### src/hdl/turnout_sense_event_node_defines.svh
// Assertion macros shared by the turnout sense event node RTL.
// Depends on nothing; included by the modules that carry assertions.
`ifndef TURNOUT_SENSE_EVENT_NODE_DEFINES_SVH
`define TURNOUT_SENSE_EVENT_NODE_DEFINES_SVH

// Consequent must hold in the same cycle as the antecedent.
`define TSEN_ASSERT_NOW(label, clk, rst_n, ante, cons, msg) \
  label: assert property (@(posedge clk) disable iff (!rst_n) (ante) |-> (cons)) \
    else $error(msg);

// Consequent must hold in the cycle after the antecedent.
`define TSEN_ASSERT_NEXT(label, clk, rst_n, ante, cons, msg) \
  label: assert property (@(posedge clk) disable iff (!rst_n) (ante) |=> (cons)) \
    else $error(msg);

`endif

### src/hdl/tsen_pkg.sv
// Types and constants of the turnout sense event node.
// Depends on nothing; used by every module of the block.
package tsen_pkg;

  localparam int ID_W      = 64;
  localparam int CFG_IDX_W = 3;
  localparam int CMDQ_DEPTH = 2;
  localparam int CMDQ_AW    = 1;

  typedef enum logic [2:0] {
    REQ_TICK     = 3'd0,
    REQ_REPORT   = 3'd1,
    REQ_PRODUCER = 3'd2,
    REQ_CONSUMER = 3'd3,
    REQ_GLOBAL   = 3'd4
  } req_t;

  typedef enum logic [1:0] {
    ST_UNKNOWN  = 2'd0,
    ST_NORMAL   = 2'd1,
    ST_REVERSED = 2'd2
  } turn_state_t;

  typedef enum logic [1:0] {
    K_REPORT   = 2'd0,
    K_PRODUCER = 2'd1,
    K_CONSUMER = 2'd2,
    K_MOTOR    = 2'd3
  } kind_t;

  typedef enum logic [1:0] {
    V_VALID   = 2'd0,
    V_INVALID = 2'd1,
    V_UNKNOWN = 2'd2
  } validity_t;

  localparam logic [CFG_IDX_W-1:0] CFG_MOTOR_NORMAL    = 3'd0;
  localparam logic [CFG_IDX_W-1:0] CFG_MOTOR_REVERSED  = 3'd1;
  localparam logic [CFG_IDX_W-1:0] CFG_POINTS_NORMAL   = 3'd2;
  localparam logic [CFG_IDX_W-1:0] CFG_POINTS_REVERSED = 3'd3;

  typedef enum logic [1:0] {
    GS_PROD_NORMAL   = 2'd0,
    GS_PROD_REVERSED = 2'd1,
    GS_CONS_NORMAL   = 2'd2,
    GS_CONS_REVERSED = 2'd3
  } glb_step_t;

  typedef struct packed {
    logic [ID_W-1:0] motor_normal_id;
    logic [ID_W-1:0] motor_reversed_id;
    logic [ID_W-1:0] points_normal_id;
    logic [ID_W-1:0] points_reversed_id;
  } cfg_regs_t;

  typedef struct packed {
    logic            glb;
    kind_t           kind;
    validity_t       validity;
    logic [ID_W-1:0] id;
    logic            motor_a;
    logic            motor_b;
    validity_t       prod_n;
    validity_t       prod_r;
    validity_t       cons_n;
    validity_t       cons_r;
  } cmd_t;

  typedef struct packed {
    kind_t           kind;
    validity_t       validity;
    logic [ID_W-1:0] id;
    logic            motor_a;
    logic            motor_b;
    logic            last;
  } res_t;

  function automatic validity_t pair_normal(turn_state_t st);
    validity_t v;
    case (st)
      ST_NORMAL:   v = V_VALID;
      ST_REVERSED: v = V_INVALID;
      default:     v = V_UNKNOWN;
    endcase
    return v;
  endfunction

  function automatic validity_t pair_reversed(turn_state_t st);
    validity_t v;
    case (st)
      ST_NORMAL:   v = V_INVALID;
      ST_REVERSED: v = V_VALID;
      default:     v = V_UNKNOWN;
    endcase
    return v;
  endfunction

endpackage

### src/hdl/tsen_front.sv
// Front end: accepts requests, keeps points and motor state, classifies work.
// Depends on tsen_pkg; feeds commands into tsen_cmdq.
`include "turnout_sense_event_node_defines.svh"
module tsen_front #(
  parameter int DEBOUNCE_TICKS = 3
) (
  input  logic                clk,
  input  logic                rst_n,
  input  logic                push,
  input  logic [2:0]          req_type,
  input  logic                sense_a,
  input  logic                sense_b,
  input  logic [63:0]         event_id,
  input  logic                for_other_node,
  input  tsen_pkg::cfg_regs_t cfg,
  input  logic                q_full,
  output logic                q_push,
  output tsen_pkg::cmd_t      cmd
);
  import tsen_pkg::*;

  localparam int CNT_W = $clog2(DEBOUNCE_TICKS + 1);
  localparam logic [CNT_W-1:0] CNT_LIMIT = CNT_W'(DEBOUNCE_TICKS);

  turn_state_t      points_r, points_nxt;
  turn_state_t      motor_r, motor_nxt;
  logic [CNT_W-1:0] cnt_r, cnt_nxt, cnt_inc;
  turn_state_t      sensed;
  logic             accept;
  logic             emit;
  logic             settle;
  req_t             req;

  assign req     = req_t'(req_type);
  assign accept  = push && !q_full;
  assign cnt_inc = cnt_r + CNT_W'(1);
  assign settle  = accept && req == REQ_TICK && sensed != points_r && cnt_inc >= CNT_LIMIT;

  always_comb begin
    if (!sense_a && sense_b) begin
      sensed = ST_NORMAL;
    end else if (sense_a && !sense_b) begin
      sensed = ST_REVERSED;
    end else begin
      sensed = ST_UNKNOWN;
    end
  end

  always_comb begin
    points_nxt   = points_r;
    motor_nxt    = motor_r;
    cnt_nxt      = cnt_r;
    emit         = 1'b0;
    cmd.glb      = 1'b0;
    cmd.kind     = K_REPORT;
    cmd.validity = V_VALID;
    cmd.id       = event_id;
    unique case (req)
      REQ_TICK: begin
        if (sensed == points_r) begin
          cnt_nxt = '0;
        end else if (cnt_inc >= CNT_LIMIT) begin
          cnt_nxt    = '0;
          points_nxt = sensed;
          if (sensed == ST_NORMAL && cfg.points_normal_id != '0) begin
            emit   = 1'b1;
            cmd.id = cfg.points_normal_id;
          end else if (sensed == ST_REVERSED && cfg.points_reversed_id != '0) begin
            emit   = 1'b1;
            cmd.id = cfg.points_reversed_id;
          end
        end else begin
          cnt_nxt = cnt_inc;
        end
      end
      REQ_REPORT: begin
        cmd.kind = K_MOTOR;
        if (event_id == cfg.motor_normal_id) begin
          motor_nxt = ST_NORMAL;
          emit      = 1'b1;
        end else if (event_id == cfg.motor_reversed_id) begin
          motor_nxt = ST_REVERSED;
          emit      = 1'b1;
        end
      end
      REQ_PRODUCER: begin
        emit     = 1'b1;
        cmd.kind = K_PRODUCER;
        if ((event_id == cfg.points_normal_id && points_r == ST_NORMAL) ||
            (event_id == cfg.points_reversed_id && points_r == ST_REVERSED)) begin
          cmd.validity = V_VALID;
        end else begin
          cmd.validity = V_INVALID;
        end
      end
      REQ_CONSUMER: begin
        emit     = 1'b1;
        cmd.kind = K_CONSUMER;
        if ((event_id == cfg.motor_normal_id && motor_r == ST_NORMAL) ||
            (event_id == cfg.motor_reversed_id && motor_r == ST_REVERSED)) begin
          cmd.validity = V_VALID;
        end else begin
          cmd.validity = V_UNKNOWN;
        end
      end
      REQ_GLOBAL: begin
        emit    = !for_other_node;
        cmd.glb = 1'b1;
      end
      default: begin
        emit = 1'b0;
      end
    endcase
    cmd.motor_a = (motor_nxt == ST_NORMAL);
    cmd.motor_b = (motor_nxt == ST_REVERSED);
    cmd.prod_n  = pair_normal(points_r);
    cmd.prod_r  = pair_reversed(points_r);
    cmd.cons_n  = pair_normal(motor_r);
    cmd.cons_r  = pair_reversed(motor_r);
  end

  assign q_push = accept && emit;

  always_ff @(posedge clk) begin
    if (!rst_n) begin
      points_r <= ST_UNKNOWN;
      motor_r  <= ST_UNKNOWN;
      cnt_r    <= '0;
    end else if (accept) begin
      points_r <= points_nxt;
      motor_r  <= motor_nxt;
      cnt_r    <= cnt_nxt;
    end
  end

  `TSEN_ASSERT_NOW(a_cnt_bound, clk, rst_n, 1'b1, cnt_r < CNT_LIMIT, "debounce count out of range")
  `TSEN_ASSERT_NEXT(a_points_settle, clk, rst_n, settle, cnt_r == '0, "debounce count not cleared")

endmodule

### src/hdl/tsen_cmdq.sv
// Short command queue between the front end and the back end.
// Depends on tsen_pkg.
`include "turnout_sense_event_node_defines.svh"
module tsen_cmdq (
  input  logic           clk,
  input  logic           rst_n,
  input  logic           push,
  output logic           full,
  input  tsen_pkg::cmd_t wr_cmd,
  input  logic           pop,
  output logic           avail,
  output tsen_pkg::cmd_t head
);
  import tsen_pkg::*;

  cmd_t               mem [CMDQ_DEPTH];
  logic [CMDQ_AW-1:0] wr_ptr_r, wr_ptr_nxt;
  logic [CMDQ_AW-1:0] rd_ptr_r, rd_ptr_nxt;
  logic [CMDQ_AW:0]   count_r, count_nxt;
  logic               do_pop;

  assign full   = (count_r == (CMDQ_AW+1)'(CMDQ_DEPTH));
  assign avail  = (count_r != '0);
  assign do_pop = pop && avail;
  assign head   = mem[rd_ptr_r];

  always_comb begin
    wr_ptr_nxt = wr_ptr_r;
    rd_ptr_nxt = rd_ptr_r;
    count_nxt  = count_r;
    if (push) begin
      wr_ptr_nxt = wr_ptr_r + CMDQ_AW'(1);
    end
    if (do_pop) begin
      rd_ptr_nxt = rd_ptr_r + CMDQ_AW'(1);
    end
    if (push && !do_pop) begin
      count_nxt = count_r + (CMDQ_AW+1)'(1);
    end else if (!push && do_pop) begin
      count_nxt = count_r - (CMDQ_AW+1)'(1);
    end
  end

  always_ff @(posedge clk) begin
    if (push) begin
      mem[wr_ptr_r] <= wr_cmd;
    end
  end

  always_ff @(posedge clk) begin
    if (!rst_n) begin
      wr_ptr_r <= '0;
      rd_ptr_r <= '0;
      count_r  <= '0;
    end else begin
      wr_ptr_r <= wr_ptr_nxt;
      rd_ptr_r <= rd_ptr_nxt;
      count_r  <= count_nxt;
    end
  end

  `TSEN_ASSERT_NOW(a_q_bound, clk, rst_n, 1'b1, count_r <= (CMDQ_AW+1)'(CMDQ_DEPTH), "queue overrun")
  `TSEN_ASSERT_NOW(a_q_no_push_full, clk, rst_n, full, !push, "push into a full command queue")

endmodule

### src/hdl/tsen_back.sv
// Back end: expands queued commands into result messages held in an output register.
// Depends on tsen_pkg; drains tsen_cmdq.
`include "turnout_sense_event_node_defines.svh"
module tsen_back (
  input  logic                clk,
  input  logic                rst_n,
  input  logic                avail,
  input  tsen_pkg::cmd_t      head,
  input  tsen_pkg::cfg_regs_t cfg,
  output logic                cmd_pop,
  input  logic                res_pop,
  output logic                res_vld,
  output tsen_pkg::res_t      res
);
  import tsen_pkg::*;

  glb_step_t step_r, step_nxt;
  logic      vld_r;
  res_t      res_r, res_nxt;
  logic      load;

  assign load    = avail && (!vld_r || res_pop);
  assign res_vld = vld_r;
  assign res     = res_r;

  always_comb begin
    res_nxt.motor_a = head.motor_a;
    res_nxt.motor_b = head.motor_b;
    res_nxt.kind     = head.kind;
    res_nxt.validity = head.validity;
    res_nxt.id       = head.id;
    res_nxt.last     = 1'b1;
    step_nxt         = step_r;
    cmd_pop          = load;
    if (head.glb) begin
      res_nxt.last = (step_r == GS_CONS_REVERSED);
      cmd_pop      = load && (step_r == GS_CONS_REVERSED);
      if (load) begin
        step_nxt = glb_step_t'(step_r + 2'd1);
      end
      unique case (step_r)
        GS_PROD_NORMAL: begin
          res_nxt.kind     = K_PRODUCER;
          res_nxt.validity = head.prod_n;
          res_nxt.id       = cfg.points_normal_id;
        end
        GS_PROD_REVERSED: begin
          res_nxt.kind     = K_PRODUCER;
          res_nxt.validity = head.prod_r;
          res_nxt.id       = cfg.points_reversed_id;
        end
        GS_CONS_NORMAL: begin
          res_nxt.kind     = K_CONSUMER;
          res_nxt.validity = head.cons_n;
          res_nxt.id       = cfg.motor_normal_id;
        end
        default: begin
          res_nxt.kind     = K_CONSUMER;
          res_nxt.validity = head.cons_r;
          res_nxt.id       = cfg.motor_reversed_id;
        end
      endcase
    end
  end

  always_ff @(posedge clk) begin
    if (load) begin
      res_r <= res_nxt;
    end
  end

  always_ff @(posedge clk) begin
    if (!rst_n) begin
      vld_r  <= 1'b0;
      step_r <= GS_PROD_NORMAL;
    end else begin
      if (load) begin
        vld_r <= 1'b1;
      end else if (res_pop) begin
        vld_r <= 1'b0;
      end
      step_r <= step_nxt;
    end
  end

  `TSEN_ASSERT_NOW(a_step_global, clk, rst_n, step_r != GS_PROD_NORMAL, avail && head.glb, "global expansion without a global command")
  `TSEN_ASSERT_NEXT(a_single_last, clk, rst_n, load && !head.glb, vld_r && res_r.last, "single result not marked last")

endmodule

### src/hdl/turnout_sense_event_node.sv
// Top level of the turnout sense event node: configuration registers and wiring.
// Depends on tsen_pkg, tsen_front, tsen_cmdq and tsen_back.
//
//   Channel  Handshake            Moves
//   in_      push / full          one request transaction
//   out_     empty / pop          one result message transaction
//   cfg_     valid / ready        one register write transaction
//
// A request is taken in any cycle the two-entry command queue is not full.
// Tick, report and single identify results pass the queue, then the output register.
// A global identify occupies the back end for four messages, the last marked last.
// A stalled result output backs up the command queue and then raises in_full.
// Reset is synchronous and active low; the configuration port is always ready.
module turnout_sense_event_node #(
  parameter int DEBOUNCE_TICKS = 3
) (
  input  logic        clk,
  input  logic        rst_n,
  input  logic        in_push,
  output logic        in_full,
  input  logic [2:0]  in_req_type,
  input  logic        in_sense_a,
  input  logic        in_sense_b,
  input  logic [63:0] in_event_id,
  input  logic        in_for_other_node,
  output logic        out_empty,
  input  logic        out_pop,
  output logic [1:0]  out_msg_kind,
  output logic [1:0]  out_validity,
  output logic [63:0] out_event_id,
  output logic        out_motor_a,
  output logic        out_motor_b,
  output logic        out_last,
  input  logic        cfg_valid,
  output logic        cfg_ready,
  input  logic [tsen_pkg::CFG_IDX_W-1:0] cfg_index,
  input  logic [63:0] cfg_data
);
  import tsen_pkg::*;

  cfg_regs_t cfg_r;
  logic      q_push;
  logic      q_full;
  cmd_t      fr_cmd;
  cmd_t      q_head;
  logic      q_avail;
  logic      q_pop;
  logic      res_vld;
  res_t      res;

  assign cfg_ready = 1'b1;

  always_ff @(posedge clk) begin
    if (!rst_n) begin
      cfg_r <= '0;
    end else if (cfg_valid && cfg_ready) begin
      unique case (cfg_index)
        CFG_MOTOR_NORMAL:    cfg_r.motor_normal_id    <= cfg_data;
        CFG_MOTOR_REVERSED:  cfg_r.motor_reversed_id  <= cfg_data;
        CFG_POINTS_NORMAL:   cfg_r.points_normal_id   <= cfg_data;
        CFG_POINTS_REVERSED: cfg_r.points_reversed_id <= cfg_data;
        default: begin
        end
      endcase
    end
  end

  tsen_front #(
    .DEBOUNCE_TICKS(DEBOUNCE_TICKS)
  ) u_front (
    .clk            (clk),
    .rst_n          (rst_n),
    .push           (in_push),
    .req_type       (in_req_type),
    .sense_a        (in_sense_a),
    .sense_b        (in_sense_b),
    .event_id       (in_event_id),
    .for_other_node (in_for_other_node),
    .cfg            (cfg_r),
    .q_full         (q_full),
    .q_push         (q_push),
    .cmd            (fr_cmd)
  );

  tsen_cmdq u_cmdq (
    .clk    (clk),
    .rst_n  (rst_n),
    .push   (q_push),
    .full   (q_full),
    .wr_cmd (fr_cmd),
    .pop    (q_pop),
    .avail  (q_avail),
    .head   (q_head)
  );

  tsen_back u_back (
    .clk     (clk),
    .rst_n   (rst_n),
    .avail   (q_avail),
    .head    (q_head),
    .cfg     (cfg_r),
    .cmd_pop (q_pop),
    .res_pop (out_pop),
    .res_vld (res_vld),
    .res     (res)
  );

  assign in_full      = q_full;
  assign out_empty    = !res_vld;
  assign out_msg_kind = res.kind;
  assign out_validity = res.validity;
  assign out_event_id = res.id;
  assign out_motor_a  = res.motor_a;
  assign out_motor_b  = res.motor_b;
  assign out_last     = res.last;

endmodule
### config.mk
export PLATFORM = sky130hd
export DESIGN_NAME = turnout_sense_event_node
export DESIGN_NICKNAME = d
export VERILOG_FILES = /design/src/hdl/tsen_pkg.sv /design/src/hdl/tsen_front.sv /design/src/hdl/tsen_cmdq.sv /design/src/hdl/tsen_back.sv /design/src/hdl/turnout_sense_event_node.sv
export VERILOG_INCLUDE_DIRS = /design/src /design/src/hdl
export SDC_FILE = /design/constraint.sdc
export NUM_CORES = 1
export LEC_CHECK = 0
export BUFFER_PORTS_ARGS = -buffer_cell sky130_fd_sc_hd__buf_2
export CORE_MARGIN = 2
export CORE_UTILIZATION = 45
export CTS_CLUSTER_SIZE = 12
export DETAILED_ROUTE_END_ITERATION = 16
export GPL_TIMING_DRIVEN = 0
export PLACE_DENSITY_LB_ADDON = 0.15
export SYNTH_ARGS = -nofsm -noshare
export SYNTH_HDL_FRONTEND = slang
export SYNTH_SLANG_ARGS = --single-unit
### constraint.sdc
create_clock -name clk -period 11.2 [get_ports clk]
set_input_delay 0.56 -clock clk [delete_from_list [all_inputs] [get_ports clk]]
set_output_delay 0.56 -clock clk [all_outputs]
set_load 0.01 [all_outputs]
-- Word level (Yosys, flattened, before mapping)
Memory sizes are Yosys's and may differ from the RTL's. A register that Yosys moved wholly into a read port is not among the register bits.
Index checks and enable logic that the tools add are counted.
- reductions and logical operators: 41
- equal/unequal tests: 24
- magnitude comparators: 1
- muxes and demuxes: 39
- $add $sub $neg: 6
- bitwise gates (word level): 1
- operator list (kind ; number):
    $mux W64 ; 5
    $eq A64 B64 Y1 ; 4
    $pmux W68 S3 ; 1
    $reduce_bool A64 Y1 ; 2
    $mux W68 ; 1
    $mux W2 ; 10
    $pmux W2 S2 ; 5
    $logic_and A1 B1 Y1 ; 15
    $mux W1 ; 15
    $eq A2 B2 Y1 const B ; 7
    $eq A3 B2 Y1 const B ; 4
    $reduce_and A2 Y1 ; 6
    $eq A2 B1 Y1 const B ; 5
    $logic_not A1 Y1 ; 7
    $add A2 B1 Y2 const B ; 3
    $eq A3 B1 Y1 const B ; 2
    $logic_not A3 Y1 ; 2
    $pmux W2 S3 ; 1
    $reduce_bool A2 Y1 ; 3
    $pmux W1 S4 ; 1
    $reduce_and A4 Y1 ; 1
    $eq A3 B3 Y1 const B ; 1
    $logic_or A1 B1 Y1 ; 3
    $add A1 B1 Y1 const B ; 2
    6 further kinds ; 6
- bits in writable memories: 158
- register bits: 340
- input port bits: 142
- logic and storage cells: 131
- memories kept: 1
- memory list (name ; words ; width ; rd ports ; clocked after memory_dff ; write ports ; line ; text):
    u_cmdq.mem ; 2 ; 79 ; 1 ; 1 ; 1 ; tsen_cmdq.sv:16 ; cmd_t mem [CMDQ_DEPTH];

-- Longest topological paths before layout
- depth after elaboration: 16
- mapped depth: 13
- gate-level depth less buffers: 11

-- Hierarchy
From an unflattened synthesis, not the netlist that was laid out.
- cells, all modules: 2252
- area total of the unflattened synthesis: 25263.0 µm²
- by module, submodules not included (module ; area an instance (µm²) ; cells each ; sequential area each (µm²) ; times used):
    turnout_sense_event_node ; 9485.3 ; 903 ; 5124.9 ; 1
    tsen_cmdq ; 5955.7 ; 268 ; 4844.6 ; 1
    tsen_front ; 5333.9 ; 672 ; 120.1 ; 1
    tsen_back ; 4488.1 ; 409 ; 2192.1 ; 1

-- Worst setup path before layout
Ideal clock, no wire load.
- path type: in2reg
- start: input port in_event_id[56]
- end: memory u_cmdq.mem[1][0] (netlist bit), enable pin
- stages: 8
- data required time: 10577 ps
- path slack: 2934 ps
- data arrival time: 7643 ps
- cell sequence: clkbuf_1 xor2_1 nor4_1 nand4_1 nor4_2 nand2_1 and3_1 nor3b_1
- word-level cells in the longest chain between the ends: 7
- ends and longest elaborated chain (element ; line ; text):
    from (decl) ; turnout_sense_event_node.sv:24 ; input logic [63:0] in_event_id,
    $eq A64 B64 Y1 ; tsen_front.sv:81 ; end else if (event_id == cfg.motor_reversed_id) begin
    $mux W1 ; tsen_front.sv:81 ;
    $mux W1 (*) ; tsen_front.sv:78 ; if (event_id == cfg.motor_normal_id) begin
    $pmux W1 S4 (*) ; tsen_front.sv:58 ; unique case (req)
    $logic_and A1 B1 Y1 (*) ; tsen_front.sv:122 ; assign q_push = accept && emit;
    $mux W1 (*) ; tsen_cmdq.sv:45 ; if (push) begin
    $mux W1 (not written as such) (*) ; tsen_cmdq.sv:46 ; mem[wr_ptr_r] <= wr_cmd;
    to (decl) ; tsen_cmdq.sv:16 ;
Mark *: on every way between the ends. The rest lies on a longest branch, timed or not.

-- Final worst setup path
- start: input port in_event_id[62]
- end: memory u_cmdq.mem[0][48] (netlist bit), enable pin
The elaborated chain is that of the path after synthesis.

==> out/qor.yml <==
rows: 85
dp_hpwl_mm: 81.84
synth_edf_count: 225
placed_cells: 3431
slew_viol_final: 0
vias: 21560
arrival_ps: 5280
die_height_um: 237.2
netlist_area_um2: 24460
crit_type: "in -> reg"
max_slew_margin_pct: 2.189
post-route-util_pct: 52.29
io_buffers: 154
cp-end-kind: "register"
synthCells: 2561
die_area_um2: 56240
grt_pass1_wl_mm: 147.9
layout-drive-gt1-share_pct: 10.19
worst_ep_required_time_ps: 11500
leakagePower_nw: 10.42
drv_cap: 0
viasPerCell: 6.100
async_flop_share_pct: 0
die_w_um: 237.2
htreeDepth: 2
synth-seq-cells: 495
first_global_vias: 20760
ctsHoldBuffers: 0
syn_nets: 2714
cts_root_buffer: "clkbuf_16"
grtUsageTotal_pct: 36.55
syn_area_per_cell_um2: 9.552
period_share_pct: 44.49
crit_fanout: 11
reg2regPathDepth: 11
hold_violations: 0
antenna_found_initial: 5
first_iter_violations: 2623
drc_errors: 0
syn_to_final_growth_pct: 15.03
r2r-end: "u_cmdq.mem[0][48]$_DFFE_PP_"
dr.pass1.iters: 9
yosys.cell_types.count: 50
cts_buffers: 55
post_cts_resized: 0
coreArea_um2: 53810
final_cells: 3535
ff2ff_setup_slack_ps: 6260
grt_max_degree: 31
wl_per_cell_um: 29.68
whs_ps: 235.0
postRouteAntennaNets: 0
tightest_slew_ps: 1467
path_clk_slew_ps: 60
vdd_drop_max_mv: 0.1232
clock_latency_ps: 620
postCtsSetupBuffers: 0
ys.flop_type: "dfxtp_1"
num-fill-cells: 5070
ios: 216
grt-ovfl-total: 0
finClkSkew_ps: 26.74
rsz0062_at_grt: "false"
power_w: 0.005139
cp-startpoint: "in_event_id[62]"
timing.fmax_ghz: 0.2007
final_nets: 2945
clock_path_buffers: 3
status: "finished clean"
seq_area_frac_synth_pct: 49.72
wl_mm: 104.9
p_per_area_nw_per_um2: 182.6
routabilityCongestion: 1.055
startpoint_type: "primary input"
clock-sinks: 495
critPathCapture: "u_cmdq.mem[0][48]$_DFFE_PP_"
min_period_ps: 4982
setup_viol: 0
tritoncts: "yes"
hp-class: "in -> reg"
initial_core_util_pct: 45.46
yosys_warnings: 0
reg2reg_from: "cfg_r[190]$_SDFFE_PN0P_"
-- cells by family after synthesis --
group	after synthesis	share of synthesized area, %
compound gates	580	17.00
simple gates	848	14.72
xor+xnor	232	8.306
fa+ha+maj	11	0.5626
mux	131	5.432
buf+inv	263	4.245
other cells	1	0.01533
flops	495	49.72
-- registers in the layout, summed over array words and instances, names as in the netlist, named ones only --
name / flops
cfg_r: 256
u_back.res: 71
u_back.res_vld: 1
u_back.step_r: 2
u_cmdq.count_r: 2
u_cmdq.mem: 154
u_cmdq.rd_ptr_r: 1
u_cmdq.wr_ptr_r: 1
u_front.cnt_r: 2
u_front.motor_r: 2
u_front.points_r: 2
-- critical path, cell delays in order --
cell and delay (ps):
clkbuf_1 350, xor2_1 350, nor4_1 900, nand4_1 300, nor4_2 810, nand2_1 280
and3_1 300, nor3_2 580, buf_6 250, buf_6 180, buf_6 160, buf_4 220
-- cell type report --
class                      instances  area, um^2  area share [%]
antenna                            2       5.005         0.01779
buffer                           222       885.9           3.148
clock buffer                      83        1615           5.740
clock inverter                    19       146.4          0.5202
inverter                          41       153.9          0.5469
multi-input combinational       1803       11290           40.11
sequential                       495       12160           43.22
tap                              696       870.8           3.095
timing repair buffer             174        1013           3.602
-- layer usage --
layer / global-route usage, % / routed length (um) / up-vias / part of all wire (%)
li1: - / - / 9535 / -
met3: 6.352 / 9677 / 214 / 9.2
met4: 16.14 / 4842 / 2 / 4.6
met5: 0 / 15 / - / 0.014
met2: 57.53 / 47130 / 1180 / 45
met1: 49.60 / 43260 / 10630 / 41
-- layout by cell type (no fill, tap or decap), types with 7 or more instances in the layout --
master | Yosys | routed
buf_2 | 11 | 166
a222oi_1 | 68 | 68
o211ai_1 | 66 | 66
nor2_1 | 25 | 23
edfxtp_1 | 225 | 225
inv_1 | 41 | 41
xor2_1 | 175 | 175
clkinv_2 | 0 | 8
xnor2_1 | 57 | 57
a21oi_1 | 19 | 19
buf_1 | 23 | 22
ha_1 | 11 | 11
o22ai_1 | 12 | 12
clkbuf_1 | 179 | 197
nand2_1 | 654 | 654
a21boi_0 | 258 | 258
nor4_1 | 81 | 81
clkbuf_8 | 0 | 7
nor3_1 | 9 | 7
and2_1 | 8 | 8
buf_6 | 3 | 19
a221oi_1 | 9 | 9
nand4_1 | 35 | 35
mux2i_1 | 126 | 126
clkbuf_16 | 0 | 58
dfxtp_1 | 270 | 270
nor2b_1 | 10 | 10
nand3_1 | 10 | 10
o21ai_0 | 128 | 128
-- synth_stat cells (all sizes together), types with 2 or more instances --
master	instances	area share (%)
nor3	9	0.18
or3	2	0.051
edfxtp	225	28
nand2	654	10
nand3	10	0.20
dfxtp	270	22
and2	8	0.20
nor2	25	0.38
xnor2	57	2.0
ha	11	0.56
nand4	35	0.90
clkbuf	182	2.8
buf	40	0.81
o21ai	133	2.7
nor4	82	2.1
nand2b	3	0.077
o22ai	12	0.31
xor2	175	6.3
nor3b	3	0.092
o2bb2ai	4	0.14
or2	2	0.051
and3	2	0.051
a22oi	2	0.061
mux2i	126	5.2
a21boi	258	7.9
o211ai	66	2.0
mux2	4	0.18
or4	2	0.061
a211oi	2	0.061
a221oi	9	0.32
a222oi	68	2.8
a22o	2	0.072
a21oi	19	0.39
inv	41	0.63
nor2b	10	0.26
-- through the flow --
step / setup slack (ps) / setup TNS (ps) / cell area [um^2]
2_1_floorplan: 2934 / 0 / 24460
3_3_place_gp: -2893 / -392040 / 26100
3_5_place_dp: 5754 / 0 / 26370
4_1_cts: 6370 / 0 / 28130
5_1_grt: 6216 / 0 / 28140
6_report: 6218 / 0 / 28140
-- power by group --
part / total [W] / switching (W) / internal, W
Clock: 0.00180 / 0.000763 / 0.00104
Combinational: 0.00113 / 0.000774 / 0.000359
Sequential: 0.00220 / 0.0000740 / 0.00213
Total: 0.00514 / 0.00161 / 0.00353
-- how the worst min path moves through the flow --
stage,to,startpoint,cells past startpoint
final,cfg_r[153]$_SDFFE_PN0P_,cfg_data[25],3
after global routing,cfg_r[152]$_SDFFE_PN0P_,cfg_data[24],3
after CTS,cfg_r[153]$_SDFFE_PN0P_,cfg_data[25],3
after detailed placement,cfg_r[152]$_SDFFE_PN0P_,cfg_r[152]$_SDFFE_PN0P_,2
after global placement,cfg_r[186]$_SDFFE_PN0P_,cfg_r[186]$_SDFFE_PN0P_,2
after floorplan,cfg_r[228]$_SDFFE_PN0P_,cfg_r[228]$_SDFFE_PN0P_,2
(Power assumes the default switching activity.)
